**config.mk**
```make
export PLATFORM = sky130hd
export DESIGN_NAME = crcwf_front_flat
export DESIGN_NICKNAME = d
export VERILOG_FILES = /design/src/crcwf_pkg.sv /design/src/crcwf_if.sv /design/src/crcwf_front.sv /design/src/flat_wrapper.sv
export SDC_FILE = /design/constraint.sdc
export NUM_CORES = 2
export LEC_CHECK = 0
export BUFFER_PORTS_ARGS = -buffer_cell sky130_fd_sc_hd__buf_4
export CORE_ASPECT_RATIO = 0.75
export CORE_MARGIN = 2
export CORE_UTILIZATION = 60
export DETAILED_ROUTE_END_ITERATION = 6
export PLACE_DENSITY = 0.78
export SYNTH_ARGS = -nofsm -noshare
export SYNTH_HDL_FRONTEND = slang
export SYNTH_SLANG_ARGS = --single-unit
```
**constraint.sdc**
```tcl
create_clock -name vclk -period 48.9
set_input_delay 4.89 -clock vclk [all_inputs]
set_output_delay 4.89 -clock vclk [all_outputs]
set_load 0.03 [all_outputs]
```
**src/crcwf_pkg.sv**
```systemverilog
// ----------------------------------------------------------------------------
// crcwf_pkg: shared types, constants and CRC functions
// Holds the CRC-32 polynomial, item geometry, queue entry type and the
// bit-level XOR network functions used by the front and back parts.
// ----------------------------------------------------------------------------
package crcwf_pkg;

	// Item geometry: requested byte count, clamped to the 1..16 a word holds
	localparam int ItemBytesReq = 16;
	localparam int ItemBytes    = (ItemBytesReq > 16) ? 16 :
	                              ((ItemBytesReq < 1) ? 1 : ItemBytesReq);
	localparam int WordBytes    = 16;
	localparam int WordBits     = 8 * WordBytes;
	localparam int CntW         = 5;

	localparam logic [31:0] CrcPoly = 32'h04C11DB7;

	// Depth of the queue between front and back
	localparam int QueueDepth = 2;

	typedef logic [CntW-1:0] cnt_t;

	// One classified transaction waiting for the back part
	typedef struct packed {
		logic [31:0] part;    // data contribution, seed folded in when first
		cnt_t        nbytes;  // counted bytes, 0..ItemBytes
		logic        first;
		logic        last;
	} crcwf_entry_t;

	// Advance a CRC through nbits zero bits (nbits constant at each call)
	function automatic logic [31:0] crc_zero_bits(input logic [31:0] c, input int nbits);
		logic [31:0] r;
		r = c;
		for (int i = 0; i < WordBits; i++) begin
			if (i < nbits) begin
				r = {r[30:0], 1'b0} ^ (r[31] ? CrcPoly : 32'h0);
			end
		end
		return r;
	endfunction

	// Advance a CRC through n zero bytes, n selected among 0..ItemBytes
	function automatic logic [31:0] crc_adv(input logic [31:0] c, input cnt_t n);
		logic [31:0] r;
		r = c;
		for (int k = 0; k <= ItemBytes; k++) begin
			if (n == CntW'(k)) begin
				r = crc_zero_bits(c, 8 * k);
			end
		end
		return r;
	endfunction

	// CRC of a full word from a zero register, MSB first
	function automatic logic [31:0] crc_data(input logic [WordBits-1:0] d);
		logic [31:0] r;
		logic        fb;
		r = 32'h0;
		for (int i = WordBits - 1; i >= 0; i--) begin
			fb = r[31] ^ d[i];
			r  = {r[30:0], 1'b0} ^ (fb ? CrcPoly : 32'h0);
		end
		return r;
	endfunction

endpackage

```
**src/crcwf_if.sv**
```systemverilog
// ----------------------------------------------------------------------------
// crcwf_if: stream channels of the CRC block
// Input channel carries one 16-byte message item per transaction; output
// channel carries one CRC value per finished message.
// ----------------------------------------------------------------------------
interface crcwf_in_if;
	logic        valid;
	logic        ready;
	logic [63:0] data_high;
	logic [63:0] data_low;
	logic [4:0]  valid_bytes;
	logic        first;
	logic [31:0] seed;
	logic        last;

	modport source (
		output valid, data_high, data_low, valid_bytes, first, seed, last,
		input  ready
	);
	modport sink (
		input  valid, data_high, data_low, valid_bytes, first, seed, last,
		output ready
	);
endinterface


```
**src/crcwf_front.sv**
```systemverilog
// ----------------------------------------------------------------------------
// crcwf_front: input classification
// Accepts item transactions, works out the counted byte count, aligns the
// counted bytes and computes their CRC contribution and the seed term.
// ----------------------------------------------------------------------------
module crcwf_front (
	crcwf_in_if.sink              in_ch,
	input  logic                  q_full,
	output logic                  push,
	output crcwf_pkg::crcwf_entry_t entry
);
	import crcwf_pkg::*;

	cnt_t                vb_sat;
	cnt_t                nbytes;
	logic [7:0]          shamt;
	logic [WordBits-1:0] aligned;
	logic [31:0]         dpart;

	// Accept whenever the queue has room
	assign in_ch.ready = !q_full;
	assign push        = in_ch.valid && !q_full;

	// Count bytes: full item unless last, then saturated valid_bytes
	always_comb begin
		vb_sat = (in_ch.valid_bytes > CntW'(ItemBytes)) ? CntW'(ItemBytes)
		                                                : in_ch.valid_bytes;
		nbytes = in_ch.last ? vb_sat : CntW'(ItemBytes);
	end

	// Right-align counted bytes; leading zeros leave a zero register unchanged
	assign shamt   = {5'(5'd16 - nbytes), 3'b000};
	assign aligned = {in_ch.data_high, in_ch.data_low} >> shamt;
	assign dpart   = crc_data(aligned);

	// Fold the seed in here so the back loop only handles the running value
	always_comb begin
		entry.part   = in_ch.first ? (crc_adv(in_ch.seed, nbytes) ^ dpart) : dpart;
		entry.nbytes = nbytes;
		entry.first  = in_ch.first;
		entry.last   = in_ch.last;
	end

endmodule

```
**src/flat_wrapper.sv**
```systemverilog
// flat-port wrapper written by rule: the top's interface ports become plain ports
module crcwf_front_flat import crcwf_pkg::*;
  (q_full, push, entry, in_ch_valid, in_ch_data_high, in_ch_data_low, in_ch_valid_bytes, in_ch_first, in_ch_seed, in_ch_last, in_ch_ready);
  crcwf_in_if in_ch_i ();
  input  logic q_full;
  output logic push;
  output crcwf_pkg::crcwf_entry_t entry;
  input wire logic [$bits(in_ch_i.valid)-1:0] in_ch_valid;
  input wire logic [$bits(in_ch_i.data_high)-1:0] in_ch_data_high;
  input wire logic [$bits(in_ch_i.data_low)-1:0] in_ch_data_low;
  input wire logic [$bits(in_ch_i.valid_bytes)-1:0] in_ch_valid_bytes;
  input wire logic [$bits(in_ch_i.first)-1:0] in_ch_first;
  input wire logic [$bits(in_ch_i.seed)-1:0] in_ch_seed;
  input wire logic [$bits(in_ch_i.last)-1:0] in_ch_last;
  output wire logic [$bits(in_ch_i.ready)-1:0] in_ch_ready;
  assign in_ch_i.valid = in_ch_valid;
  assign in_ch_i.data_high = in_ch_data_high;
  assign in_ch_i.data_low = in_ch_data_low;
  assign in_ch_i.valid_bytes = in_ch_valid_bytes;
  assign in_ch_i.first = in_ch_first;
  assign in_ch_i.seed = in_ch_seed;
  assign in_ch_i.last = in_ch_last;
  assign in_ch_ready = in_ch_i.ready;
  crcwf_front u_core (.in_ch(in_ch_i), .q_full(q_full), .push(push), .entry(entry));
endmodule
```
# Word-level counts from Yosys, hierarchy flattened

Index checks and enable logic that the tools add are counted.

Shift-type cells: 1
Order comparisons: 1
Bitwise gates (word level): 1328
Reduce and logical (&&, ||, !) cells: 2
Equality and inequality tests: 16
Mux-type cells: 2292
Add/sub/neg operators: 1

Operators by type and width:

| kind                                          | count |
|---|---|
| bitwise XOR 32 bit                            | 1201 |
| two-way mux 32 bit                            | 1089 |
| two-way mux 27 bit                            | 1201 |
| >> shifter 128 x 8 -> 128 bit                 | 1 |
| bitwise XOR 1 bit                             | 126 |
| == test 5 x 4 -> 1 bit, second input constant | 8 |
| == test 5 x 3 -> 1 bit, second input constant | 4 |
| == test 5 x 2 -> 1 bit, second input constant | 2 |
| two-way mux 5 bit                             | 2 |
| == test 5 x 1 -> 1 bit, second input constant | 1 |
| == test 5 bit, second input constant          | 1 |
| > comparator 5 bit, second input constant     | 1 |
| subtractor 5 bit, first input constant        | 1 |
| logical AND 1 bit                             | 1 |
| zero test 1 bit                               | 1 |
| bitwise XOR 1 bit, first input constant       | 1 |

Output and inout port bits: 41
Input port bits: 169
Register bits: 0

# Longest topological paths before layout

Depth in word-level cells: 388
Gate-level depth with buffers: 53
Depth with buffers taken out: 32

# Worst setup path after synthesis

Ideal clock, no wire load.

Kind: input -> output
Start: input in_ch_valid_bytes[0]
End: output entry[35] (netlist name)
Buffers on the path: 19
Required time: 44.010 ns
Setup slack: 22.631 ns
Arrival time: 21.379 ns
Stages: 49
Path through: buf_2 -> nand3b_2 -> buf_2 -> buf_6 -> buf_6 -> buf_4 -> buf_2 -> buf_2 -> buf_2 -> buf_2 -> buf_2 -> buf_1 -> buf_2 -> buf_1 -> clkbuf_1 -> buf_1 -> buf_1 -> clkbuf_1 -> [... 13 more ...] -> xnor3_1 -> xnor3_1 -> xnor2_2 -> xnor3_1 -> xnor2_1 -> xnor3_1 -> xnor3_1 -> xnor3_1 -> xor2_1 -> xnor3_2 -> xnor3_1 -> xnor3_1 -> xnor3_1 -> xnor2_1 -> xnor3_1 -> xnor2_1 -> xnor3_1 -> xnor2_1

RTL lines:

| item               | line               | source |
|---|---|---|
| start: declaration | flat_wrapper.sv:11 | `input wire logic [$bits(in_ch_i.valid_bytes)-1:0] in_ch_valid_bytes;` |
| end: declaration   | flat_wrapper.sv:7  | `output crcwf_pkg::crcwf_entry_t entry;` |

==> flow_metrics.tcl <==
set metrics [dict create \
    rsz0062_at_grt "no" \
    syn_inst 4544 \
    first_iter_violations 5819 \
    drive_above_1_share 0.120 \
    first_pass_iters 7 \
    worst_pin_slew_ns 1.22 \
    critPathMaxFanout 75 \
    grt_remaining_overflow 0 \
    synth.largest_area_cell "xnor3_1" \
    dieArea_um2 76500 \
    slowest_delay_ns 0.70 \
    wl_per_cell_um 30.1 \
    hold_viol_final 0 \
    pin_count 210 \
    ys_seq_area_frac 0 \
    hpwl_um 135000 \
    post-synth-top-count-cell "xnor2_1" \
    drc_errors 1 \
    met3_usage 0.146 \
    period_minus_slack_ns 24.53 \
    synth-xor-area-share 0.723 \
    yosys.area_share.simple 0.0941 \
    num_vias 36223 \
    avgViaCountPerCell 6.56 \
    num_rows 86 \
    synthAdderAreaFrac 0.00140 \
    synth.area.mux_share 0.0517 \
    synth_common_cells "xnor2_1, xnor3_1, nand2_1" \
    io_buffers 210 \
    cap_violations 0 \
    syn2layout_area_growth_pct 4.82 \
    regArea_um2 0 \
    min_period_over_period 0.502 \
    cp_top_family "XOR/XNOR gates" \
    violations "DRC" \
    grt_max_degree 79 \
    min_to "in_ch_ready" \
    die_x_um 319 \
    endpoint_kind "primary output" \
    start_util 0.606 \
    nNetsFinal 4721 \
    setup_violations 0 \
    grt_pass1_vias 33948 \
    place.gp.congestion 1.05 \
    ant_nets 0 \
    hold_start "q_full" \
    syn_area_um2 44600 \
    post_cts_buffers 0 \
    grtUsageMet1 0.617 \
    maxSlewHeadroom 0.187 \
    grt_first_pass_wirelength_um 238000 \
    required_ns 44.01 \
    antenna_found_initial 13 \
    yosysUniqueCellTypes 87 \
    met2_usage 0.614 \
    status "finished, violations left" \
    crit_slowest_cell "buf_4" \
    syn-mean-instance-area_um2 9.80 \
    track_usage 0.423 \
    ctsResizeCount 0 \
    synth_warnings 0 \
    synth_fp_nets 4718 \
    critPathKind "primary input to primary output" \
    fmax_mhz 40.8 \
    synth.top_cell.area_share 0.292 \
    synthTopCellsByArea "xnor3_1, xnor2_1, xor2_1" \
    hp-class "primary input to primary output" \
    top_usage_layer "met1" \
    design.core.area_um2 73500 \
    n_clock_buffer 0 \
    synth_compound_area_frac 0.101 \
    die_height_um 240 \
    cp.arrival_ns 19.64 \
    ctsHoldBuffers 0 \
    finalMaxSlewViolations 0 \
    fill_cells 6216 \
    fin_setup_tns_ns 0 \
    synth_top_family_by_area "XOR/XNOR gates" \
    worstHoldPathCells 3 \
    nFlopsAndLatches 0 \
    cp-start-kind "primary input" \
    wirelength_um 166000 \
    cp_num_buf_inv 7 \
]
cell usage in the layout, fill, tap and decap left out, types with 13 or more instances in the layout:
| cell type | count |
|---|---|
| xnor3_2 | 48 |
| nand3_1 | 45 |
| a211oi_1 | 75 |
| and2_1 | 38 |
| xor3_1 | 110 |
| o211ai_1 | 64 |
| xnor3_1 | 578 |
| o21ai_0 | 233 |
| inv_1 | 13 |
| a21oi_1 | 278 |
| xnor2_2 | 87 |
| mux2i_1 | 185 |
| buf_4 | 273 |
| xor2_1 | 396 |
| nor2_1 | 335 |
| xnor2_1 | 983 |
| nor3_1 | 19 |
| nand2_1 | 449 |
| xor2_2 | 43 |
| xor3_2 | 19 |
| and3_1 | 39 |
| a31oi_1 | 14 |
| xnor2_4 | 17 |
worst max-delay path by stage:
stage,startpoint,to,depth (start not counted)
floorplan,in_ch_valid_bytes[0],entry[35],49
global placement,in_ch_valid_bytes[4],entry[12],35
detailed placement,in_ch_valid_bytes[4],entry[12],35
CTS,in_ch_valid_bytes[4],entry[35],36
global route,in_ch_valid_bytes[4],entry[35],37
finish,in_ch_valid_bytes[4],entry[19],37
worst min-delay path, delay by kind of cell:
| family | cells | cell delay [ns] |
|---|---|---|
| buf+inv | 3 | 0.26 |
cell type report:
type                       count  area, um^2  area share
tap                          968        1210      0.0259
inverter                      17        68.8     0.00147
timing repair buffer         273        2050      0.0439
antenna                       10        25.0    0.000536
multi-input combinational   4255       43300       0.928
routing by layer:
| layer | vias to the layer above | share of wire | routed length, um |
|---|---|---|---|
| met3 | 263 | 0.16 | 26100 |
| met5 | - | 0.00030 | 50 |
| met1 | 17736 | 0.41 | 67700 |
| li1 | 15615 | - | - |
| met2 | 2601 | 0.42 | 69000 |
| met4 | 8 | 0.020 | 3300 |
kinds of logic after synthesis:
family          after synthesis
buf+inv                     289
simple gates                986
fa+ha+maj                     5
xor+xnor                   2293
compound gates              760
mux                         211
through the flow:
step	hold slack [ns]	instances	utilization	area (um^2)	worst slack (ns)
final	10.05	5523	0.635	46700	24.37
after global routing	10.07	5520	0.635	46700	23.71
after CTS	10.05	5513	0.635	46700	24.57
after detailed placement	10.05	5513	0.635	46700	24.66
after global placement	10.04	5513	0.635	46700	24.61
after floorplan	9.89	4544	-	44600	22.63
