### config.mk
export PLATFORM = sky130hd
export DESIGN_NAME = crcwf_queue
export DESIGN_NICKNAME = d
export VERILOG_FILES = /design/src/crcwf_pkg.sv /design/src/crcwf_queue.sv
export SDC_FILE = /design/constraint.sdc
export NUM_CORES = 1
export LEC_CHECK = 0
export BUFFER_PORTS_ARGS = -buffer_cell sky130_fd_sc_hd__clkbuf_2
export CORE_AREA = 3 3 84 86
export CTS_BUF_LIST = sky130_fd_sc_hd__clkbuf_2 sky130_fd_sc_hd__clkbuf_4 sky130_fd_sc_hd__clkbuf_8
export DETAILED_ROUTE_END_ITERATION = 8
export DIE_AREA = 0 0 87 89
export PLACE_DENSITY = 0.71
export SLEW_MARGIN = 20
export SYNTH_ARGS = -nofsm -noshare
export SYNTH_HDL_FRONTEND = slang
export SYNTH_SLANG_ARGS = --single-unit
### constraint.sdc
create_clock -name clk -period 2.4 [get_ports clk]
set_input_delay 0.48 -clock clk [delete_from_list [all_inputs] [get_ports clk]]
set_output_delay 0.48 -clock clk [all_outputs]
set_load 0.1 [all_outputs]
### src/crcwf_pkg.sv
// ----------------------------------------------------------------------------
// crcwf_pkg: shared types, constants and CRC functions
// Holds the CRC-32 polynomial, item geometry, queue entry type and the
// bit-level XOR network functions used by the front and back parts.
// ----------------------------------------------------------------------------
package crcwf_pkg;

	// Item geometry: requested byte count, clamped to the 1..16 a word holds
	localparam int ItemBytesReq = 16;
	localparam int ItemBytes    = (ItemBytesReq > 16) ? 16 :
	                              ((ItemBytesReq < 1) ? 1 : ItemBytesReq);
	localparam int WordBytes    = 16;
	localparam int WordBits     = 8 * WordBytes;
	localparam int CntW         = 5;

	localparam logic [31:0] CrcPoly = 32'h04C11DB7;

	// Depth of the queue between front and back
	localparam int QueueDepth = 2;

	typedef logic [CntW-1:0] cnt_t;

	// One classified transaction waiting for the back part
	typedef struct packed {
		logic [31:0] part;    // data contribution, seed folded in when first
		cnt_t        nbytes;  // counted bytes, 0..ItemBytes
		logic        first;
		logic        last;
	} crcwf_entry_t;

	// Advance a CRC through nbits zero bits (nbits constant at each call)
	function automatic logic [31:0] crc_zero_bits(input logic [31:0] c, input int nbits);
		logic [31:0] r;
		r = c;
		for (int i = 0; i < WordBits; i++) begin
			if (i < nbits) begin
				r = {r[30:0], 1'b0} ^ (r[31] ? CrcPoly : 32'h0);
			end
		end
		return r;
	endfunction

	// Advance a CRC through n zero bytes, n selected among 0..ItemBytes
	function automatic logic [31:0] crc_adv(input logic [31:0] c, input cnt_t n);
		logic [31:0] r;
		r = c;
		for (int k = 0; k <= ItemBytes; k++) begin
			if (n == CntW'(k)) begin
				r = crc_zero_bits(c, 8 * k);
			end
		end
		return r;
	endfunction

	// CRC of a full word from a zero register, MSB first
	function automatic logic [31:0] crc_data(input logic [WordBits-1:0] d);
		logic [31:0] r;
		logic        fb;
		r = 32'h0;
		for (int i = WordBits - 1; i >= 0; i--) begin
			fb = r[31] ^ d[i];
			r  = {r[30:0], 1'b0} ^ (fb ? CrcPoly : 32'h0);
		end
		return r;
	endfunction

endpackage

### src/crcwf_queue.sv
// ----------------------------------------------------------------------------
// crcwf_queue: short queue between front and back
// Register-based FIFO of classified transactions; push and pop may happen
// in the same cycle.
// ----------------------------------------------------------------------------
module crcwf_queue (
	input  logic                    clk,
	input  logic                    arst_n,
	input  logic                    push,
	input  crcwf_pkg::crcwf_entry_t push_entry,
	output logic                    full,
	input  logic                    pop,
	output logic                    head_valid,
	output crcwf_pkg::crcwf_entry_t head_entry
);
	import crcwf_pkg::*;

	localparam int PtrW = (QueueDepth > 1) ? $clog2(QueueDepth) : 1;
	localparam int CntQW = $clog2(QueueDepth + 1);

	crcwf_entry_t     slot_q [QueueDepth];
	logic [PtrW-1:0]  wr_ptr_q;
	logic [PtrW-1:0]  rd_ptr_q;
	logic [CntQW-1:0] count_q;

	assign full       = (count_q == CntQW'(QueueDepth));
	assign head_valid = (count_q != '0);
	assign head_entry = slot_q[rd_ptr_q];

	// Store pushed entries
	always_ff @(posedge clk) begin
		if (push) begin
			slot_q[wr_ptr_q] <= push_entry;
		end
	end

	// Advance pointers and occupancy
	always_ff @(posedge clk or negedge arst_n) begin
		if (!arst_n) begin
			wr_ptr_q <= '0;
			rd_ptr_q <= '0;
			count_q  <= '0;
		end else begin
			if (push) begin
				wr_ptr_q <= (wr_ptr_q == PtrW'(QueueDepth - 1)) ? '0 : wr_ptr_q + 1'b1;
			end
			if (pop) begin
				rd_ptr_q <= (rd_ptr_q == PtrW'(QueueDepth - 1)) ? '0 : rd_ptr_q + 1'b1;
			end
			if (push && !pop) begin
				count_q <= count_q + 1'b1;
			end else if (pop && !push) begin
				count_q <= count_q - 1'b1;
			end
		end
	end

endmodule

# Word-level counts from Yosys, hierarchy flattened
# Memory sizes are Yosys's and may differ from the RTL's.
# Cells that the tools add are included.
classes:
  add_sub_neg: 4
  eq_ne: 1
  n_mux: 6
  reduce_logical: 6
op_table:
  columns: ["operator", "n"]
  rows:
  - ["$mux 1", 4]
  - ["$mux 2", 2]
  - ["$reduce_bool 2->1", 2]
  - ["$add 1x1->1 const B", 2]
  - ["$add 2x1->2 const B", 1]
  - ["$eq 2x2->1 const B", 1]
  - ["$logic_and 1x1->1", 2]
  - ["$logic_not 1->1", 2]
  - ["$sub 2x1->2 const B", 1]
totals:
  ff_bits: 4
  ram_bits: 78
  input_bits: 43
  out_inout_bits: 41
  word_cells: 21
  mem_count: 1
mem_list:
  columns: ["name", "depth", "word_bits", "read_ports", "rd_ports_with_merged_regs", "wr", "line_no", "rtl"]
  rows:
  - ["slot_q", 2, 39, 1, 0, 1, "crcwf_queue.sv:21", "crcwf_entry_t slot_q [QueueDepth];"]

# Depth between registers and ports, before layout
# Gate-level depths: netlist of the first run.
logic_depth:
  depth_word: 4
  ltp_mapped: 5
  ltp_nobuf: 5

# Least setup slack after synthesis of the first run
# OpenSTA, ideal clock, no wires.
synth_timing:
  path_type: "input to register"
  start: "input port push"
  end: "memory slot_q[0][0] (netlist bit), enable pin"
  setup_ns: 0.440
  arrival_ns: 2.227
  required_ns: 1.960
  slack_ns: -0.267
  cell_stages: 1
  n_path_buf: 0
  path_cell_list: "nor2b_1"
synth_between:
  elab_chain_cells: 2
synth_rtl:
  columns: ["element", "line_no", "rtl"]
  rows:
  - ["start: declaration", "crcwf_queue.sv:9", "input logic push,"]
  - ["$mux 1", "crcwf_queue.sv:32", "if (push) begin"]
  - ["$mux 1 (implied by the code)", "crcwf_queue.sv:33", "slot_q[wr_ptr_q] <= push_entry;"]
  - ["end: declaration", "crcwf_queue.sv:21", null]
# Every way passes these cells.

==> impl_results.md, run 1 <==
* Outcome: finished, final reports clean
* Core ar. at 6350 µm²
* Post-synth top area share at 77.68%
* Detailed-route via count at 1,525
* ANT nets after route at 0
* Worst hold slack at 329.1 ps
* Synth Instances at 137
* First-pass GRT wire length at 7.465 mm
* Largest net degree at the start of global routing at 28
* Die span in y at 89 µm
* Slowest-stage cell, CP: mux2_2
* Fraction of layout cells with a size suffix above 1 at 61.25%
* Max_slew headroom at 63.48%
* Data arrival, critical path at 1800 ps
* Register bit total from synthesis at 82
* Syn avg cell area at 22.01 µm²
* Commonest non-fill, non-tap cell in the layout: clkbuf_2
* Post-Syn Area at 3015 µm²
* Tmin final at 2278 ps
* Number of clock sinks at 82
* Yosys Warn Count at 0
* Grt ovf at 0
* R2R Path End: slot_q[1][10]
* Die W at 87 µm
* Area leader, netlist: edfxtp_1
* Total die area at 7743 µm²
* Slew @ Worst Pin at 550.1 ps
* Final std cell area, no fill at 3789 µm²
* Final-report setup violation count at 0
* Reg clk slew, reported paths at 80 ps
* Synth Net Count at 181
* Worst R2R Setup Slack at 1030 ps
* Slew Limit Fails at 0
* Post-synthesis sequential area ratio at 81.00%
* RSZ-0062 raised after global routing: false
* Hold Path End: slot_q[0][29]
* Post-layout nets at 279
* Area after DPL at 3547 µm²
* Setup crit start kind: flop
* # rows at 29
* Max Cap Viol at 0
* Worst R2R Path Depth at 2
* Synth cell types at 12
* CP required at 1920 ps
* Hold wc startpoint: push_entry[29]
* Clk_lat worst skew at 330 ps
* Slowest Stage Delay on Critical Path at 390 ps
* Number of H-tree levels at 3
* Longest Clk Path Bufs at 2
* Initial core utilization at 47.49%
* Largest fanout on the critical path at 27
* RePlAce Congestion at 0.6575
* Initial DRC Count at 51
* Postcts setup bufs at 0
* CTS Root Cell: clkbuf_8
* Number of placed I/O pins at 84
* GRT Util Overall at 13.29%
* I/O Buffers at 83
* Area grow syn2layout at 25.64%
* Final period utilization at 94.91%
* Worst setup path startpoint: rd_ptr_q
* Vias in the first global route at 1,575
* R2r startpoint: wr_ptr_q
* Hold Crit Class: input pin to flop
* Ranking of synthesized cells by area: edfxtp_1, mux2_2, dfrtp_1, buf_6, xor2_1
* Final count of hold timing violations at 0
* CTS tree: yes
* Hold depth at 1
* Most frequent cells in the layout: clkbuf_2, edfxtp_1, mux2_2
* Drt drc at 0
* Worst path cell trace: buf_4 > mux2_2 > clkbuf_2
* CP endpoint kind: output port
* Initial antenna violation count at 0
* Skew final at 5.081 ps
* DRT Pass-1 Iters at 4
* WL final at 4.870 mm
* Critical Setup Path Class: flop to output port
* WL/cell at 15.36 µm
* TNS Setup at 0 ps
* CTS buffer count at 9
* Fmax achieved at 439.0 MHz
* Via-to-Cell Ratio at 4.811
* N_diodes at 0
-- cell type report --
cell class,count,area [µm²]
clock buffer,9,123.9
sequential,82,2444
timing repair buffer,91,480.5
clock inverter,7,107.6
fill,467,2561
multi-input combinational,50,533.0
tap,77,96.34
inverter,1,3.754
-- worst max-delay path by stage --
stage	end	slack, ps	depth (start not counted)
detailed placement	head_entry[22]	450	3
global route	head_entry[8]	40	3
finish	head_entry[27]	120	3
floorplan	full	170	1
global placement	head_entry[19]	470	3
CTS	head_entry[19]	80	3
-- synthesized netlist by cell type --
library cell   n
and2_1         1
buf_6          4
dfrtp_1        4
edfxtp_1      78
ha_1           1
inv_1          1
mux2_2        39
nor2_1         1
nor2b_1        2
or2_2          1
xnor2_1        1
xor2_1         4
-- flip-flops by register name, summed over array words and instances (netlist names) --
signal	cells
slot_q	78
count_q	2
rd_ptr_q	1
wr_ptr_q	1
-- critical path: cells and delay by family, from the launching register on --
kind / cells / cell delay, ps
buffers and inverters: 2 / 710
muxes: 1 / 390
DFF: 1 / 360
-- through the flow --
step	setup WS [ps]	instances	utilization [%]
floorplan	171.3	137	-
global placement	468.3	300	55.86
detailed placement	452.7	300	55.86
CTS	79.28	317	59.67
global route	44.55	317	59.67
finish	122.2	317	59.67
-- cell families after synthesis --
kind of cell / after synthesis / share of synthesized area [%]
flops: 82 / 81.00
mux: 39 / 14.56
simple gates: 5 / 0.9544
fa+ha+maj: 1 / 0.4149
buf+inv: 5 / 1.618
xor+xnor: 5 / 1.452
-- routing by layer --
metal / vias up / wire (µm) / GRT usage, %
li1: 726 / - / -
met1: 734 / 2057 / 16.07
met2: 60 / 2309 / 20.98
met3: 5 / 452 / 5.806
met4: 0 / 50 / 5.524
met5: - / 0 / 0
-- timing repair --
action | in CTS | in global routing
endpoints found under the hold margin | 4 | 0
hold buffers | 1 | 0
resized for setup | 0 | 0
Power of run 1 is left out: the tool's default activity adds up to more than one toggle a clock period on the data nets, which glitch-free logic cannot reach.
==> run 2: changes to the inputs <==
CORE_AREA = 3 3 86 88   (was 3 3 84 86)
DIE_AREA = 0 0 89 91   (was 0 0 87 89)
PLACE_DENSITY = 0.68   (was 0.71)
==> impl_results.md, run 2 (synthesized netlist as in run 1, its figures left out) <==
* Outcome: finished, final reports clean
* N_diodes at 0 (unchanged)
* Commonest non-fill, non-tap cell in the layout: clkbuf_2
* Drt drc at 0 (unchanged)
* First-pass GRT wire length at 8.135 mm (+9.0%)
* Area grow syn2layout at 24.03%
* CP endpoint kind: output port
* Core ar. at 6719 µm² (+5.8%)
* GRT Util Overall at 13.81% (+0.52 points)
* Critical path's top delay family: buffers and inverters
* GR met1 Demand/Resource at 15.96% (-0.11 points)
* Number of clock sinks at 82 (unchanged)
* Total die area at 8099 µm² (+4.6%)
* HPWL after detailed placement at 3.443 mm
* Hold Crit Class: input pin to flop
* Reg clk slew, reported paths at 80 ps (about the same)
* Final core occ at 55.66% (-4.0 points)
* Die span in y at 91 µm (+2.2%)
* Data arrival, critical path at 1770 ps (-30 ps)
* Max FFs per register at 78 (unchanged)
* Largest regs: slot_q (78), count_q (2)
* Slowest-stage cell, CP: mux2_2
* Fraction of layout cells with a size suffix above 1 at 61.92% (+0.67 points)
* Top reg by flops: slot_q
* Global route hottest layer: met2
* Die W at 89 µm (+2.3%)
* WL final at 5.073 mm (+4.2%)
* Initial core utilization at 44.88% (-2.6 points)
* R2R Path End: slot_q[1][36]
* CP required at 1920 ps (about the same)
* Number of placed I/O pins at 84 (unchanged)
* Initial DRC Count at 82 (+61%)
* CTS resizes at 0 (unchanged)
* Max_slew headroom at 63.14% (-0.34 points)
* Critical Setup Path Class: flop to output port
* Hold Path End: slot_q[1][18]
* Slowest Stage Delay on Critical Path at 390 ps (about the same)
* TNS Setup at 0 ps (unchanged)
* I/O Buffers at 83 (unchanged)
* Worst R2R Path Depth at 2 (unchanged)
* Final period utilization at 93.58% (-1.3 points)
* Register area at 2444 µm² (unchanged)
* Fill cells at 553 (+18%)
* Area of the multi-input gates at 533.0 µm² (unchanged)
* Longest Clk Path Bufs at 2 (unchanged)
* DRT Pass-1 Iters at 4 (unchanged)
* CTS Root Cell: clkbuf_8
* Worst R2R Setup Slack at 1180 ps (+150 ps)
* Final-report setup violation count at 0 (unchanged)
* Post-layout nets at 278 (-0.36%)
* Hold depth at 1 (unchanged)
* Setup crit start kind: flop
* WP buf/inv at 2 (unchanged)
* R2r startpoint: wr_ptr_q
* Hold wc startpoint: push_entry[18]
* CTS buffer count at 9 (unchanged)
* Largest net degree at the start of global routing at 24 (-14%)
* Tmin final at 2246 ps (-31.90 ps)
* Postcts setup bufs at 0 (unchanged)
* # rows at 30 (+3.4%)
* RePlAce Congestion at 0.6791 (+3.3%)
* Detailed-route via count at 1,507 (-1.2%)
* Worst path cell trace: buf_4 > mux2_2 > clkbuf_2
* Clk_lat worst skew at 340 ps (about the same)
* Initial antenna violation count at 0 (unchanged)
* Slew Limit Fails at 0 (unchanged)
* Global Route met3 Usage at 5.172% (-0.63 points)
* Via-to-Cell Ratio at 4.724 (-1.8%)
* Vias in the first global route at 1,676 (+6.4%)
* Number of H-tree levels at 3 (unchanged)
* Met2 Usage GRT at 22.59% (+1.6 points)
* ANT nets after route at 0 (unchanged)
* Fmax achieved at 445.3 MHz (+1.4%)
* Grt ovf at 0 (unchanged)
* Most frequent cells in the layout: clkbuf_2, edfxtp_1, mux2_2
* Largest fanout on the critical path at 23 (-15%)
* WL/cell at 15.90 µm (+3.5%)
* Max Cap Viol at 0 (unchanged)
* RSZ-0062 raised after global routing: false
* CTS tree: yes
* Skew final at 4.249 ps (-0.8313 ps)
* Slew @ Worst Pin at 555.2 ps (+5.103 ps)
* Final count of hold timing violations at 0 (unchanged)
## run 2: what timing repair did
action | in CTS | in global routing
endpoints found under the setup margin | 0 | 0
hold buffers | 1 | 0
endpoints found under the hold margin | 4 | 0
## run 2: per-layer routing
metal,share of wire (%),vias to the layer above
met5,0,-
met4,1.8,0
met3,5.5,7
met2,54,40
met1,39,736
li1,-,724
## run 2: area by class of cell
class | count | area share (%)
Tap cell | 80 | 2.676
Multi-Input combinational cell | 50 | 14.25
Clock inverter | 6 | 1.539
Timing Repair Buffer | 90 | 12.58
Clock buffer | 10 | 3.513
Inverter | 1 | 0.1004
Sequential cell | 82 | 65.34
## run 2: worst max-delay path by stage
stage	start	to	slack, ps	depth (start not counted)
floorplan	count_q[0]	full	170	1
global placement	rd_ptr_q	head_entry[36]	520	3
detailed placement	rd_ptr_q	head_entry[7]	500	3
CTS	rd_ptr_q	head_entry[7]	120	3
global route	rd_ptr_q	head_entry[35]	70	3
finish	rd_ptr_q	head_entry[7]	150	3
## run 2: per-stage QoR
step / setup slack, ps / hold WS [ps] / cells / cell area [µm²]
global placement: 520.3 / 292.4 / 302 / 3541
finish: 154.1 / 325.3 / 319 / 3740
CTS: 115.7 / 306.7 / 319 / 3740
global route: 74.35 / 304.1 / 319 / 3740
detailed placement: 501.6 / 299.6 / 302 / 3541
floorplan: 171.3 / 184.4 / 137 / 3018
## run 2: worst register-to-register path: stages, from the launching register on
cell and delay [ps]:
dfrtp_1 420, and2_2 170, buf_4 290
Power of run 2 is left out for the same reason.
==> run 3: changes to the inputs <==
MAX_ROUTING_LAYER = met4   (was not set)
==> impl_results.md, run 3 (synthesized netlist as in run 1, its figures left out) <==
* Worst path cell trace: buf_4 > mux2_2 > clkbuf_2
* Post-Layout Cell Count at 319 (unchanged)
* Final count of hold timing violations at 0 (unchanged)
* Total die area at 8099 µm² (unchanged)
* Outcome: finished, final reports clean
* Worst R2R Setup Slack at 1180 ps (about the same)
* CTS buffer count at 9 (unchanged)
* Number of H-tree levels at 3 (unchanged)
* Worst hold slack at 329.8 ps (+4.495 ps)
* DRT Pass-1 Iters at 4 (unchanged)
* Fmax achieved at 446.4 MHz (+0.26%)
* CTS resizes at 0 (unchanged)
* Setup crit start kind: flop
* Postcts setup bufs at 0 (unchanged)
* Drt drc at 0 (unchanged)
* Max Cap Viol at 0 (unchanged)
* RSZ-0062 raised after global routing: false
* WL/cell at 15.97 µm (+0.45%)
* Die span in y at 91 µm (unchanged)
* Max FFs per register at 78 (unchanged)
* Critical path's top delay family: buffers and inverters
* Largest regs: slot_q (78), count_q (2)
* Area grow syn2layout at 24.03% (unchanged)
* Grt ovf at 0 (unchanged)
* Data arrival, critical path at 1760 ps (about the same)
* First-pass GRT wire length at 8.128 mm (about the same)
* GRT Util Overall at 14.19% (+0.38 points)
* Slowest Stage Delay on Critical Path at 390 ps (about the same)
* RePlAce Congestion at 0.6859 (+1.0%)
* CP endpoint kind: output port
* TNS Setup at 0 ps (unchanged)
* ANT nets after route at 0 (unchanged)
* Number of clock sinks at 82 (unchanged)
* Hold Crit Class: input pin to flop
* CTS Root Cell: clkbuf_8
* CP required at 1920 ps (about the same)
* Skew final at 6.353 ps (+2.103 ps)
* N_diodes at 0 (unchanged)
* Clk_lat worst skew at 330 ps (about the same)
* Longest Clk Path Bufs at 2 (unchanged)
* Number of instances in the placed design at 302 (unchanged)
* Slew Limit Fails at 0 (unchanged)
* Fraction of layout cells with a size suffix above 1 at 61.92% (unchanged)
* Slew @ Worst Pin at 555.1 ps (-0.07331 ps)
* Via-to-Cell Ratio at 4.718 (-0.13%)
* Final-report setup violation count at 0 (unchanged)
* Initial DRC Count at 96 (+17%)
* Reg clk slew, reported paths at 80 ps (about the same)
* HPWL after detailed placement at 3.443 mm (unchanged)
* WP buf/inv at 2 (unchanged)
* Vias in the first global route at 1,672 (-0.24%)
* WL final at 5.096 mm (+0.45%)
* Commonest non-fill, non-tap cell in the layout: clkbuf_2
* Post-layout nets at 278 (unchanged)
* Slowest-stage cell, CP: mux2_2
* Die W at 89 µm (unchanged)
* Largest fanout on the critical path at 23 (unchanged)
* Largest net degree at the start of global routing at 24 (unchanged)
* Top reg by flops: slot_q
* Final core occ at 55.66% (unchanged)
* Final period utilization at 93.34% (-0.24 points)
* Core ar. at 6719 µm² (unchanged)
* Most frequent cells in the layout: clkbuf_2, edfxtp_1, mux2_2
* Initial core utilization at 44.88% (unchanged)
* Number of placed I/O pins at 84 (unchanged)
* # rows at 30 (unchanged)
* Tmin final at 2240 ps (-5.736 ps)
* Detailed-route via count at 1,505 (-0.13%)
* Critical Setup Path Class: flop to output port
* Max_slew headroom at 63.15% (about the same)
* I/O Buffers at 83 (unchanged)
* Initial antenna violation count at 0 (unchanged)
* CTS tree: yes
## run 3: cell counts in the layout (fill, tap and decap cells not counted)
Identical to the previous run, type by type.
## run 3: metrics by stage
step	area [µm²]	setup slack, ps
after floorplan	3018	171.3
after detailed placement	3541	501.6
after global placement	3541	520.3
final	3740	159.8
after CTS	3740	115.7
after global routing	3740	74.36
## run 3: what timing repair did
action / CTS / global route
endpoints found under the hold margin: 4 / 0
setup endpoints to repair: 0 / 0
hold buffers: 1 / 0
## run 3: cell type report
| cell class | count | area (µm²) |
|---|---|---|
| clock inverter | 6 | 57.56 |
| tap | 80 | 100.1 |
| clock buffer | 10 | 131.4 |
| timing repair buffer | 90 | 470.5 |
| sequential | 82 | 2444 |
| fill | 553 | 2979 |
| inverter | 1 | 3.754 |
| multi-input combinational | 50 | 533.0 |
## run 3: path summary, 6_finish.rpt
check | depth (start not counted) | end | startpoint
min reg2reg | 1 | count_q[1] | count_q[1]
min | 1 | slot_q[1][18] | push_entry[18]
min in group asynchronous | 2 | count_q[1] | arst_n
max reg2reg | 2 | slot_q[1][36] | wr_ptr_q
max in group asynchronous | 2 | rd_ptr_q | arst_n
max | 3 | head_entry[7] | rd_ptr_q
## run 3: routing by layer
layer	global-route usage (%)	share of wire, %
met5	-	0
met4	6.079	1.0
met3	4.809	5.1
met2	22.65	53
met1	16.15	40
Power of run 3 is left out for the same reason.
