==> src/crcwf_pkg.sv <==
// ----------------------------------------------------------------------------
// crcwf_pkg: shared types, constants and CRC functions
// Holds the CRC-32 polynomial, item geometry, queue entry type and the
// bit-level XOR network functions used by the front and back parts.
// ----------------------------------------------------------------------------
package crcwf_pkg;

	// Item geometry: requested byte count, clamped to the 1..16 a word holds
	localparam int ItemBytesReq = 16;
	localparam int ItemBytes    = (ItemBytesReq > 16) ? 16 :
	                              ((ItemBytesReq < 1) ? 1 : ItemBytesReq);
	localparam int WordBytes    = 16;
	localparam int WordBits     = 8 * WordBytes;
	localparam int CntW         = 5;

	localparam logic [31:0] CrcPoly = 32'h04C11DB7;

	// Depth of the queue between front and back
	localparam int QueueDepth = 2;

	typedef logic [CntW-1:0] cnt_t;

	// One classified transaction waiting for the back part
	typedef struct packed {
		logic [31:0] part;    // data contribution, seed folded in when first
		cnt_t        nbytes;  // counted bytes, 0..ItemBytes
		logic        first;
		logic        last;
	} crcwf_entry_t;

	// Advance a CRC through nbits zero bits (nbits constant at each call)
	function automatic logic [31:0] crc_zero_bits(input logic [31:0] c, input int nbits);
		logic [31:0] r;
		r = c;
		for (int i = 0; i < WordBits; i++) begin
			if (i < nbits) begin
				r = {r[30:0], 1'b0} ^ (r[31] ? CrcPoly : 32'h0);
			end
		end
		return r;
	endfunction

	// Advance a CRC through n zero bytes, n selected among 0..ItemBytes
	function automatic logic [31:0] crc_adv(input logic [31:0] c, input cnt_t n);
		logic [31:0] r;
		r = c;
		for (int k = 0; k <= ItemBytes; k++) begin
			if (n == CntW'(k)) begin
				r = crc_zero_bits(c, 8 * k);
			end
		end
		return r;
	endfunction

	// CRC of a full word from a zero register, MSB first
	function automatic logic [31:0] crc_data(input logic [WordBits-1:0] d);
		logic [31:0] r;
		logic        fb;
		r = 32'h0;
		for (int i = WordBits - 1; i >= 0; i--) begin
			fb = r[31] ^ d[i];
			r  = {r[30:0], 1'b0} ^ (fb ? CrcPoly : 32'h0);
		end
		return r;
	endfunction

endpackage

==> src/crcwf_if.sv <==


interface crcwf_out_if;
	logic        valid;
	logic        ready;
	logic [31:0] crc_value;

	modport source (output valid, crc_value, input ready);
	modport sink (input valid, crc_value, output ready);
endinterface

==> src/crcwf_back.sv <==
// ----------------------------------------------------------------------------
// crcwf_back: running CRC update and result register
// Pops classified transactions, advances the running CRC by the counted
// bytes and places the CRC of each finished message in the output register.
// ----------------------------------------------------------------------------
module crcwf_back (
	input  logic                    clk,
	input  logic                    arst_n,
	input  logic                    q_valid,
	input  crcwf_pkg::crcwf_entry_t q_entry,
	output logic                    pop,
	crcwf_out_if.source             out_ch
);
	import crcwf_pkg::*;

	logic [31:0] running_crc_q;
	logic [31:0] crc_next;
	logic        out_valid_q;
	logic [31:0] out_crc_q;
	logic        out_free;

	// Output slot is free when empty or being drained this cycle
	assign out_free = !out_valid_q || out_ch.ready;
	assign pop      = q_valid && (!q_entry.last || out_free);

	// Next CRC: seeded entries carry their full value already
	assign crc_next = q_entry.first ? q_entry.part
	                                : (crc_adv(running_crc_q, q_entry.nbytes) ^ q_entry.part);

	// Hold the running CRC between transactions
	always_ff @(posedge clk or negedge arst_n) begin
		if (!arst_n) begin
			running_crc_q <= '0;
			out_valid_q   <= 1'b0;
		end else begin
			if (pop) begin
				running_crc_q <= crc_next;
			end
			if (pop && q_entry.last) begin
				out_valid_q <= 1'b1;
			end else if (out_ch.ready) begin
				out_valid_q <= 1'b0;
			end
		end
	end

	// Capture the result of a finished message
	always_ff @(posedge clk) begin
		if (pop && q_entry.last) begin
			out_crc_q <= crc_next;
		end
	end

	assign out_ch.valid     = out_valid_q;
	assign out_ch.crc_value = out_crc_q;

endmodule

==> src/flat_wrapper.sv <==
// flat-port wrapper written by rule: the top's interface ports become plain ports
module crcwf_back_flat import crcwf_pkg::*;
  (clk, arst_n, q_valid, q_entry, pop, out_ch_valid, out_ch_crc_value, out_ch_ready);
  crcwf_out_if out_ch_i ();
  input  logic clk;
  input  logic arst_n;
  input  logic q_valid;
  input  crcwf_pkg::crcwf_entry_t q_entry;
  output logic pop;
  output wire logic [$bits(out_ch_i.valid)-1:0] out_ch_valid;
  output wire logic [$bits(out_ch_i.crc_value)-1:0] out_ch_crc_value;
  input wire logic [$bits(out_ch_i.ready)-1:0] out_ch_ready;
  assign out_ch_valid = out_ch_i.valid;
  assign out_ch_crc_value = out_ch_i.crc_value;
  assign out_ch_i.ready = out_ch_ready;
  crcwf_back u_core (.clk(clk), .arst_n(arst_n), .q_valid(q_valid), .q_entry(q_entry), .pop(pop), .out_ch(out_ch_i));
endmodule
==> config.mk <==
export PLATFORM = sky130hd
export DESIGN_NAME = crcwf_back_flat
export DESIGN_NICKNAME = d
export VERILOG_FILES = /design/src/crcwf_pkg.sv /design/src/crcwf_if.sv /design/src/crcwf_back.sv /design/src/flat_wrapper.sv
export SDC_FILE = /design/constraint.sdc
export NUM_CORES = 1
export LEC_CHECK = 0
export BUFFER_PORTS_ARGS = -buffer_cell sky130_fd_sc_hd__buf_2
export CORE_MARGIN = 2
export CORE_UTILIZATION = 40
export CTS_BUF_LIST = sky130_fd_sc_hd__clkbuf_16
export CTS_CLUSTER_SIZE = 10
export DETAILED_ROUTE_END_ITERATION = 12
export PLACE_DENSITY = 0.52
export SYNTH_ARGS = -nofsm -noshare
export SYNTH_HDL_FRONTEND = slang
export SYNTH_SLANG_ARGS = --single-unit
==> constraint.sdc <==
create_clock -name clk -period 13.53 [get_ports clk]
set_clock_uncertainty 0.2 [all_clocks]
set_input_delay 2.706 -clock clk [delete_from_list [all_inputs] [get_ports clk]]
set_output_delay 2.706 -clock clk [all_outputs]
set_load 0.05 [all_outputs]
## After elaboration in Yosys (flattened, before gate mapping)

Cells that the tools add are included.

| storage, ports and cells | value |
|---|---|
| bits in registers | 65 |
| bits in latches | 0 |
| memory bits (writable) | 0 |
| memory bits (read-only) | 0 |
| input bits | 43 |
| logic and storage cells | 3264 |
| memories kept | 0 |

| cells by class | value |
|---|---|
| $add $sub $neg | 0 |
| multipliers | 0 |
| div/mod/pow operators | 0 |
| $lt $le $gt $ge | 0 |
| eq/ne operators | 16 |
| shifts and indexed selects | 0 |
| multiplexer cells | 2164 |
| bitwise logic cells | 1074 |
| reductions and logical operators | 7 |

Operators by type and width:

| cell | count |
|---|---|
| 32-bit 2-to-1 mux | 1089 |
| 32-bit XOR | 1074 |
| 27-bit 2-to-1 mux | 1073 |
| 5-bit by 4-bit equality test with 1-bit output, second input constant | 8 |
| 5-bit by 3-bit equality test with 1-bit output, second input constant | 4 |
| 5-bit by 2-bit equality test with 1-bit output, second input constant | 2 |
| 5-bit by 1-bit equality test with 1-bit output, second input constant | 1 |
| 5-bit equality test, second input constant | 1 |
| 1-bit logical AND | 2 |
| 1-bit zero test | 2 |
| 1-bit logical OR | 2 |
| 1-bit 2-to-1 mux | 2 |
| 2-bit nonzero test | 1 |

## Longest topological paths before layout

Gate-level depths: netlist of the first run.

| depth | value |
|---|---|
| depth in word-level cells | 386 |
| mapped depth | 35 |

## Worst setup path before layout of the first run

Ideal clock, no wire load.

| path | value |
|---|---|
| kind | register -> register |
| start point | register u_core.running_crc_q[31] |
| end point | register u_core.running_crc_q[13] |
| setup time | 125 ps |
| arrival | 10881 ps |
| required time | 13205 ps |
| setup slack | 2324 ps |
| stages on the path, launching flop included | 31 |
| path buffers | 3 |
| cell sequence | dfrtp_1 > buf_4 > xnor3_2 > xor2_2 > xnor3_1 > xnor3_1 > buf_4 > xnor2_2 > xor2_4 > xnor3_2 > xnor3_2 > xor3_2 > xnor3_2 > xnor3_1 > xnor3_1 > xnor3_2 > xnor3_2 > xor2_4 > xor3_1 > xnor3_1 > xnor3_1 > buf_6 > xor2_2 > xnor3_1 > xor3_2 > xnor3_1 > xnor3_1 > or2_1 > a21oi_2 > xor2_2 > mux2_2 |

| on the way | value |
|---|---|
| longest elaborated chain between the ends | 280 |
| elaborated cells between the ends (all ways) | 3024 |

RTL lines:

| element | RTL line | text |
|---|---|---|
| start: declaration | crcwf_back.sv:16 | `logic [31:0] running_crc_q;` |
| start signal: assignment | crcwf_back.sv:37 | `running_crc_q <= crc_next;` |
| 27-bit 2-to-1 mux (*) | crcwf_pkg.sv:37 | `r = {r[30:0], 1'b0} ^ (r[31] ? CrcPoly : 32'h0);` |
| 32-bit XOR (*) | crcwf_pkg.sv:37 |  |
| 32-bit 2-to-1 mux | crcwf_pkg.sv:48 | `if (n == CntW'(k)) begin` |
| 32-bit XOR | crcwf_pkg.sv:37 |  |
| 32-bit 2-to-1 mux | crcwf_pkg.sv:48 |  |
| 32-bit XOR | crcwf_pkg.sv:37 |  |
| 32-bit 2-to-1 mux | crcwf_pkg.sv:48 |  |
| 32-bit XOR | crcwf_pkg.sv:37 |  |
| [... 265 more ...] | -- |  |
| 27-bit 2-to-1 mux | crcwf_pkg.sv:37 |  |
| 32-bit XOR | crcwf_pkg.sv:37 |  |
| 32-bit 2-to-1 mux | crcwf_pkg.sv:48 |  |
| 32-bit XOR | crcwf_pkg.sv:37 |  |
| 32-bit 2-to-1 mux (*) | crcwf_pkg.sv:48 |  |
| 32-bit XOR (*) | crcwf_back.sv:28 | `: (crc_adv(running_crc_q, q_entry.nbytes) ^ q_entry.part);` |
| 32-bit 2-to-1 mux (*) | crcwf_back.sv:27 | `assign crc_next = q_entry.first ? q_entry.part` |
| named net u_core.crc_next[13] | crcwf_back.sv:17 | `logic [31:0] crc_next;` |

The timed path passes the listed nets; every way through them passes the cells marked *. The select of a mux whose other input is x is not followed.
A chain may end at the register's enable or synchronous reset.

## Final worst setup path of the first run

| path | value |
|---|---|
| start point | register u_core.running_crc_q[25] |
| end point | register u_core.running_crc_q[26] |

| on the way | value |
|---|---|
| longest elaborated chain between the ends | 278 |
| elaborated cells between the ends (all ways) | 2824 |

RTL lines:

| element | RTL line |
|---|---|
| 32-bit XOR (*) | crcwf_pkg.sv:37 |
| 32-bit 2-to-1 mux | crcwf_pkg.sv:48 |
| 32-bit XOR | crcwf_pkg.sv:37 |
| 32-bit 2-to-1 mux | crcwf_pkg.sv:48 |
| 32-bit XOR | crcwf_pkg.sv:37 |
| 32-bit 2-to-1 mux | crcwf_pkg.sv:48 |
| 32-bit XOR | crcwf_pkg.sv:37 |
| 32-bit 2-to-1 mux | crcwf_pkg.sv:48 |
| [... 263 more ...] | -- |
| 32-bit 2-to-1 mux / 32-bit XOR (equally long branches) | crcwf_pkg.sv:48, crcwf_pkg.sv:37 |
| 32-bit XOR / 32-bit 2-to-1 mux (equally long branches) | crcwf_pkg.sv:37, crcwf_pkg.sv:48 |
| 32-bit 2-to-1 mux / 27-bit 2-to-1 mux (equally long branches) | crcwf_pkg.sv:48, crcwf_pkg.sv:37 |
| 32-bit XOR | crcwf_pkg.sv:37 |
| 32-bit 2-to-1 mux (*) | crcwf_pkg.sv:48 |
| 32-bit XOR (*) | crcwf_back.sv:28 |
| 32-bit 2-to-1 mux (*) | crcwf_back.sv:27 |
| named net u_core.crc_next[26] | crcwf_back.sv:17 |

Marked as above.

==> reports/metrics.cfg, run 1 <==
[cts]
cts_made_buffers = 9
clockBufferDepth = 2
cts-root-buf = clkbuf_16
cts_sinks = 65
path_clk_slew_ns = 0.06
cts_hold_buf = 0
clock_insertion_delay_worst_skew_ns = 0.33
cts_max_level = 3
cts_tree = built

[setup_path]
critical_path_class = reg2reg
crit_top_cell = xnor3_2
r2r_start = u_core.running_crc_q[25]
cp.depth = 28
critPathBufInv = 1
cp_max_fo = 14
reg2reg_slack_ns = 0.17
cp_slowest_cell = xnor2_1
worstSetupEndpoint = u_core.running_crc_q[26]
cp.required_ns = 13.60
start_kind = register
end_kind = register
reg2regPathDepth = 28
max_stage_delay_ns = 0.98
startpoint = u_core.running_crc_q[25]
cp.arrival_ns = 13.43
cp_top_family = XOR/XNOR gates
r2r-end = u_core.running_crc_q[26]

[timing]
period_share_pct = 98.8
drv_slew = 0
rsz0062_at_grt = false
fmax_mhz = 74.8
hold_viol = 0
period_minus_slack_ns = 13.36
worstMarginPinSlew_ns = 1.25
maxSlewHeadroom_pct = 15.8
setup-violations-final = 0
tns_ns = 0

[layout]
layout_common_cells = 532 x xnor2_1, 282 x xnor3_1, 235 x xor2_1, 235 x nor2_1, 215 x nand2_1
fin_nets = 2690
area_growth_pct = 9.54
fillers = 6226
drive_gt1_share_pct = 19.2
final_common_cell = xnor2_1

[synthesis]
ys_ff_latch = 65
synth-edff-count = 32
synth_top_area_share_pct = 24.7
async_flop_share_pct = 50.8
synth_cells = 2532
syn-cell-area_um2 = 25800
yosys_warnings = 0
synth_area_leader_cell = xnor3_1
synth_ff_type = dfrtp_1
syn_avg_cell_area_um2 = 10.2
synth.area.top_cells = xnor3_1 25%, xnor2_1 18%, xor2_1 8.0%, xor3_1 4.4%, xnor3_2 4.3%
synth-seq-area-share_pct = 6.91
synth_fp_nets = 2575
synth.distinct_cells = 48

[die]
io_pins = 77
die_h_um = 258
start_util_pct = 40.3
row_count = 93
die_area_um2 = 66700
fp.dieW_um = 258
coreArea_um2 = 64100

[detailed_routing]
viasPerCell = 5.64
drt-total-wl_um = 101000
drtIter0Drc = 2275
vias = 19800
firstDrtPassIters = 5
drc = 0
ant_nets = 0
wl_per_cell_um = 28.8

[global_routing]
grt_pass1_vias = 19900
antenna_found_initial = 6
grt_pass1_wl_um = 145000
overflow = 0
grtUsageTotal_pct = 29.8
grt_max_degree = 45

[placement]
gp_congestion = 0.986
dp_hpwl_um = 82500
port_buffers = 76

[run]
max-cap-violations = 0

[run_status]
status = complete, no violations

[min_path]
hp-class = reg2reg

-- state kept, by name, indices dropped and copies added (netlist names) --
name,flops
u_core.running_crc_q,32
u_core.out_ch.valid,1
u_core.out_ch.crc_value,32
-- routing by layer --
layer	vias to the layer above	wire, um	track usage [%]
met5	-	20	0
met4	4	3700	9.25
met3	194	7510	4.00
met2	985	46700	47.8
met1	9804	43100	41.8
li1	8817	-	-
-- cell type report --
| type | instances | area, um^2 | area share [%] |
|---|---|---|---|
| antenna | 4 | 10.0 | 0.0354 |
| clock buffer | 9 | 225 | 0.796 |
| clock inverter | 7 | 61.3 | 0.217 |
| inverter | 3 | 11.3 | 0.0398 |
| multi-input combinational | 2320 | 23400 | 82.8 |
| sequential | 65 | 1790 | 6.33 |
| tap | 855 | 1070 | 3.78 |
| timing repair buffer | 248 | 1700 | 5.99 |
-- worst register-to-register path: cells and delay by family (launching register included) --
family                 cells  cell delay [ns]
multiplexers               1             0.25
buffers and inverters      1             0.20
flip-flops                 1             0.62
AND/OR/NAND/NOR            1             0.07
AO/OA/AOI/OAI              1             0.24
XOR/XNOR                  24            11.69
-- cell families after synthesis --
group           after synthesis  share of synthesized area, %
simple gates                492                          7.48
buf+inv                     147                          2.62
flops                        65                          6.91
compound gates              501                          10.9
xor+xnor                   1292                          70.6
mux                          35                          1.52
-- cells in the mapped netlist (47+ instances only) --
cell type / number
xnor2_1: 535
xnor3_1: 283
nor2_1: 240
xor2_1: 235
nand2_1: 215
a21oi_1: 190
o21ai_0: 190
clkbuf_1: 103
o211ai_1: 65
xnor2_2: 54
xor3_1: 48
xnor3_2: 47
-- how the worst min path moves through the flow --
stage	startpoint	end	slack, ns	depth (start not counted)
6_report	u_core.running_crc_q[0]	u_core.running_crc_q[0]	0.37	1
5_1_grt	u_core.running_crc_q[0]	u_core.running_crc_q[0]	0.39	1
4_1_cts	u_core.running_crc_q[0]	u_core.running_crc_q[0]	0.36	1
3_5_place_dp	u_core.running_crc_q[0]	u_core.running_crc_q[0]	0.35	1
3_3_place_gp	u_core.running_crc_q[0]	u_core.running_crc_q[0]	0.34	1
2_1_floorplan	u_core.running_crc_q[2]	u_core.running_crc_q[2]	0.31	1
-- through the flow --
stage | cells | util, % | instance area (um^2) | worst slack, ns | hold WS, ns
after floorplan | 2532 | - | 25800 | 2.32 | 0.305
after global placement | 3478 | 43.4 | 27900 | -0.0701 | 0.345
after detailed placement | 3478 | 43.4 | 27900 | -0.0585 | 0.347
after CTS | 3494 | 43.9 | 28200 | 0.00874 | 0.363
after global routing | 3510 | 44.1 | 28300 | 0.00561 | 0.387
final | 3511 | 44.2 | 28300 | 0.168 | 0.368
-- repair_timing --
| action | in CTS | in global routing |
|---|---|---|
| setup endpoints to repair | 3 | 22 |
| gates resized for setup | 2 | 8 |
| setup buffers | 0 | 13 |
| pin swaps | 0 | 3 |
Power of run 1 is left out: the tool's default activity adds up to more than one toggle a clock period on the data nets, which glitch-free logic cannot reach.
==> inputs of run 2 (changes only) <==
--- a/config.mk
+++ b/config.mk
@@ -7,4 +7,5 @@
 export LEC_CHECK = 0
 export BUFFER_PORTS_ARGS = -buffer_cell sky130_fd_sc_hd__buf_2
+export CORE_ASPECT_RATIO = 1.5
 export CORE_MARGIN = 2
 export CORE_UTILIZATION = 40
--- a/constraint.sdc
+++ b/constraint.sdc
@@ -3,3 +3,3 @@
 set_input_delay 2.706 -clock clk [delete_from_list [all_inputs] [get_ports clk]]
 set_output_delay 2.706 -clock clk [all_outputs]
-set_load 0.05 [all_outputs]
+set_load 0.02 [all_outputs]
==> reports/metrics.cfg, run 2 (synthesis results as in run 1) <==
[global_routing]
grt_util_met3_pct = 2.39
overflow = 0
met2_usage_pct = 56.1
grt_pass1_wl_um = 150000
grtUsageMet1_pct = 34.8
grt_max_degree = 45
grt_pass1_vias = 20600
grtUsageTotal_pct = 31.6
antenna_found_initial = 3
grt.busiest_layer = met2

[die]
io_pins = 77
fp.dieW_um = 212
start_util_pct = 40.3
die_h_um = 315
coreArea_um2 = 64200
die_area_um2 = 66700
row_count = 114

[layout]
final_common_cell = xnor2_1
fin_nets = 2682
layout_common_cells = 534 x xnor2_1, 280 x xnor3_1, 237 x nor2_1, 235 x xor2_1, 215 x nand2_1
area_growth_pct = 8.94
final-instance-count-excl-fill = 3458
drive_gt1_share_pct = 18.8

[cts]
cts_max_level = 3
cts_tree = built
clockBufferDepth = 2
path_clk_slew_ns = 0.06
cts_made_buffers = 9
cts-root-buf = clkbuf_16
cts_sinks = 65
clock_insertion_delay_worst_skew_ns = 0.33

[setup_path]
critical_path_class = reg2reg
crit_top_cell = xnor3_1
reg2reg_slack_ns = 0.12
cp.arrival_ns = 13.48
cp_max_fo = 9
start_kind = register
max_stage_delay_ns = 0.89
cp.required_ns = 13.60
cp_slowest_cell = xnor2_1
critPathBufInv = 2
cp_top_family = XOR/XNOR gates
end_kind = register

[timing]
period_share_pct = 99.1
period_minus_slack_ns = 13.41
setup-violations-final = 0
worstMarginPinSlew_ns = 1.30
rsz0062_at_grt = false
drv_slew = 0
tns_ns = 0
hold_viol = 0
fmax_mhz = 74.6
maxSlewHeadroom_pct = 12.8

[detailed_routing]
viasPerCell = 5.67
vias = 19600
drtIter0Drc = 1824
firstDrtPassIters = 5
ant_nets = 0
drt-total-wl_um = 105000
drc = 0
wl_per_cell_um = 30.5

[placement]
dp_hpwl_um = 87600
gp_congestion = 1.00
dp_cells = 3440
port_buffers = 76

[run]
max-cap-violations = 0

[run_status]
status = complete, no violations

[min_path]
hp-class = reg2reg

-- run 2: metal layers --
layer | part of all wire, % | vias to the layer above
met1 | 36 | 9708
met2 | 51 | 753
met5 | 0.022 | -
met4 | 9.5 | 4
li1 | - | 8807
met3 | 3.7 | 319
-- run 2: area by class of cell --
class                      instances  area [um^2]
multi-input combinational       2320        23400
clock inverter                     7         63.8
fill                            6290        36000
antenna                            2         5.00
clock buffer                       9          225
timing repair buffer             240         1610
tap                              812         1020
inverter                           3         11.3
sequential                        65         1790
-- run 2: path summary, 6_finish.rpt --
kind | startpoint | endpoint | depth (start not counted)
hold reg to reg | u_core.running_crc_q[10] | u_core.running_crc_q[10] | 1
min in group asynchronous | arst_n | u_core.running_crc_q[10] | 1
setup reg to reg | u_core.running_crc_q[25] | u_core.running_crc_q[15] | 29
max in group asynchronous | arst_n | u_core.running_crc_q[16] | 1
setup / recovery | u_core.running_crc_q[25] | u_core.running_crc_q[15] | 29
hold / removal | u_core.running_crc_q[10] | u_core.running_crc_q[10] | 1
-- run 2: timing repair --
action / in CTS / in global routing
setup endpoints to repair: 0 / 26
gates resized for setup: 0 / 5
buffers inserted: 0 / 0
hold buffers: 0 / 0
-- run 2: worst reg2reg max path: cells and delay by family (launching register included) --
family	cells	cell delay, ns
simple gates	1	0.05
xor+xnor	24	11.56
compound gates	1	0.30
flops	1	0.60
buf+inv	2	0.43
mux	1	0.22
-- run 2: through the flow --
stage / utilization (%) / setup WS, ns / hold WS, ns / instance area (um^2)
floorplan: - / 2.32 / 0.305 / 25800
global placement: 43.4 / 0.154 / 0.367 / 27800
detailed placement: 43.4 / 0.0729 / 0.376 / 27800
CTS: 43.8 / 0.00859 / 0.392 / 28100
global route: 43.9 / 0.0126 / 0.403 / 28100
finish: 43.9 / 0.119 / 0.389 / 28200
Power of run 2 is left out for the same reason.
==> inputs of run 3 (changes only) <==
Settings changed: ABC_AREA set to 1.
==> reports/metrics.cfg, run 3 <==
[detailed_routing]
firstDrtPassIters = 6
ant_nets = 0
vias = 40300
drc = 0
viasPerCell = 5.90
drt-total-wl_um = 164000
drtIter0Drc = 4238
wl_per_cell_um = 24.0

[synthesis]
synth_cells = 5893
synth_common_cells = 2,836 x nand2_1, 1,085 x nand3_1, 350 x nand2_2
ys_ff_latch = 65
syn-cell-area_um2 = 29600
synth_fp_nets = 5936
synth_top_area_share_pct = 35.9
synth-seq-area-share_pct = 6.03
synth.area.top_cells = nand2_1 36%, nand3_1 18%, nand2_2 7.4%, inv_1 3.9%, o21ai_0 3.8%
syn_avg_cell_area_um2 = 5.03
yosys_warnings = 0
async_flop_share_pct = 50.8
synth_most_common_cell = nand2_1
synth_area_leader_cell = nand2_1
synth.distinct_cells = 52
synth_ff_type = dfrtp_1
synth-edff-count = 32

[timing]
worstMarginPinSlew_ns = 1.33
fmax_mhz = 77.7
maxSlewHeadroom_pct = 10.4
period_share_pct = 95.1
period_minus_slack_ns = 12.87
rsz0062_at_grt = false
drv_slew = 0
setup-violations-final = 0
hold_viol = 0
tns_ns = 0

[cts]
clockBufferDepth = 2
cts_sinks = 65
post-cts-setup-buffers = 0
cts_max_level = 3
clock_insertion_delay_worst_skew_ns = 0.36
cts_tree = built
cts-root-buf = clkbuf_16
path_clk_slew_ns = 0.06
cts_made_buffers = 9

[layout]
area_growth_pct = 3.28
fin_nets = 5866
fillers = 8657
drive_gt1_share_pct = 12.5
final_common_cell = nand2_1
layout_common_cells = 2,827 x nand2_1, 1,085 x nand3_1, 359 x nand2_2, 309 x inv_1, 224 x o21ai_0

[die]
io_pins = 77
start_util_pct = 40.3
fp.dieW_um = 226
coreArea_um2 = 73600
row_count = 122
die_area_um2 = 76300
die_h_um = 337

[placement]
port_buffers = 76
gp_congestion = 1.08
dp_hpwl_um = 134000

[setup_path]
cp_max_fo = 17
end_kind = register
start_kind = register
cp_slowest_cell = xnor2_1
critPathBufInv = 6
critical_path_class = reg2reg
cp_top_family = simple AND/OR/NAND/NOR gates
cp.arrival_ns = 12.74
max_stage_delay_ns = 0.58
cp.required_ns = 13.40

[global_routing]
overflow = 0
grtUsageTotal_pct = 41.8
antenna_found_initial = 8
grt_max_degree = 51
grt_pass1_wl_um = 238000
grt_pass1_vias = 37000

[run_status]
status = complete, no violations

[min_path]
hp-class = reg2reg

[run]
max-cap-violations = 0

-- run 3: cell count changes after synthesis, sizes merged, moves of 171 or more --
cell / before / now
xnor3: 330 / 0
nand2: 215 / 3252
xnor2: 618 / 50
xor2: 284 / 113
inv: 2 / 360
nand3: 8 / 1171
nor2: 240 / 68
-- run 3: logic make-up (layout without fill, tap and decap cells) --
group,after synthesis,after routing,synth area share (%)
other,0,5,0
AO/OA/AOI/OAI,558,558,10.5
buffers and inverters,561,496,9.10
flip-flops,65,65,6.03
XOR/XNOR,163,163,5.22
AND/OR/NAND/NOR,4546,4546,69.1
-- run 3: cell type report --
type	count	area (um^2)	share of cell area [%]
Multi-Input combinational cell	5267	25200	82.4
Sequential cell	65	1790	5.85
Clock buffer	9	225	0.736
Clock inverter	7	50.0	0.164
Tap cell	992	1240	4.06
Antenna cell	5	12.5	0.0409
Timing Repair Buffer	116	681	2.22
Inverter	364	1390	4.53
-- run 3: worst paths after layout --
kind	start	end	slack, ns	cells after the start
setup / recovery	u_core.running_crc_q[31]	u_core.out_ch.crc_value[0]	0.66	64
hold / removal	u_core.out_ch.valid	u_core.out_ch.valid	0.31	2
setup reg to reg	u_core.running_crc_q[31]	u_core.out_ch.crc_value[0]	0.66	64
hold reg to reg	u_core.out_ch.valid	u_core.out_ch.valid	0.31	2
max in group asynchronous	arst_n	u_core.running_crc_q[31]	10.25	1
min in group asynchronous	arst_n	u_core.out_ch.valid	2.26	1
-- run 3: timing repair --
action / CTS / global route
hold buffers: 0 / 0
resized for setup: 0 / 12
endpoints found under the setup margin: 0 / 64
-- run 3: per-layer routing --
layer,wire length (um),share of wire (%),global-route usage (%),vias up
li1,-,-,-,19100
met1,55800,34,42.6,18100
met2,75400,46,70.9,2197
met3,11100,6.8,6.10,843
met4,21300,13,44.0,4
met5,23,0.014,0,-
-- run 3: worst reg2reg max path, delay by kind of cell (launching register included) --
kind | cells | cell delay (ns)
compound gates | 1 | 0.23
xor+xnor | 1 | 0.58
buf+inv | 6 | 1.12
flops | 1 | 0.57
simple gates | 56 | 9.84
-- run 3: through the flow --
step | setup WS (ns) | cell area, um^2 | cells | util, % | hold slack (ns)
floorplan | 5.48 | 29600 | 5893 | - | 0.292
global placement | 0.406 | 30300 | 6804 | 41.2 | 0.305
detailed placement | 0.484 | 30300 | 6804 | 41.2 | 0.304
CTS | 0.444 | 30600 | 6820 | 41.5 | 0.319
global route | 0.0546 | 30600 | 6821 | 41.6 | 0.371
finish | 0.657 | 30600 | 6825 | 41.6 | 0.313
Power of run 3 is left out for the same reason.
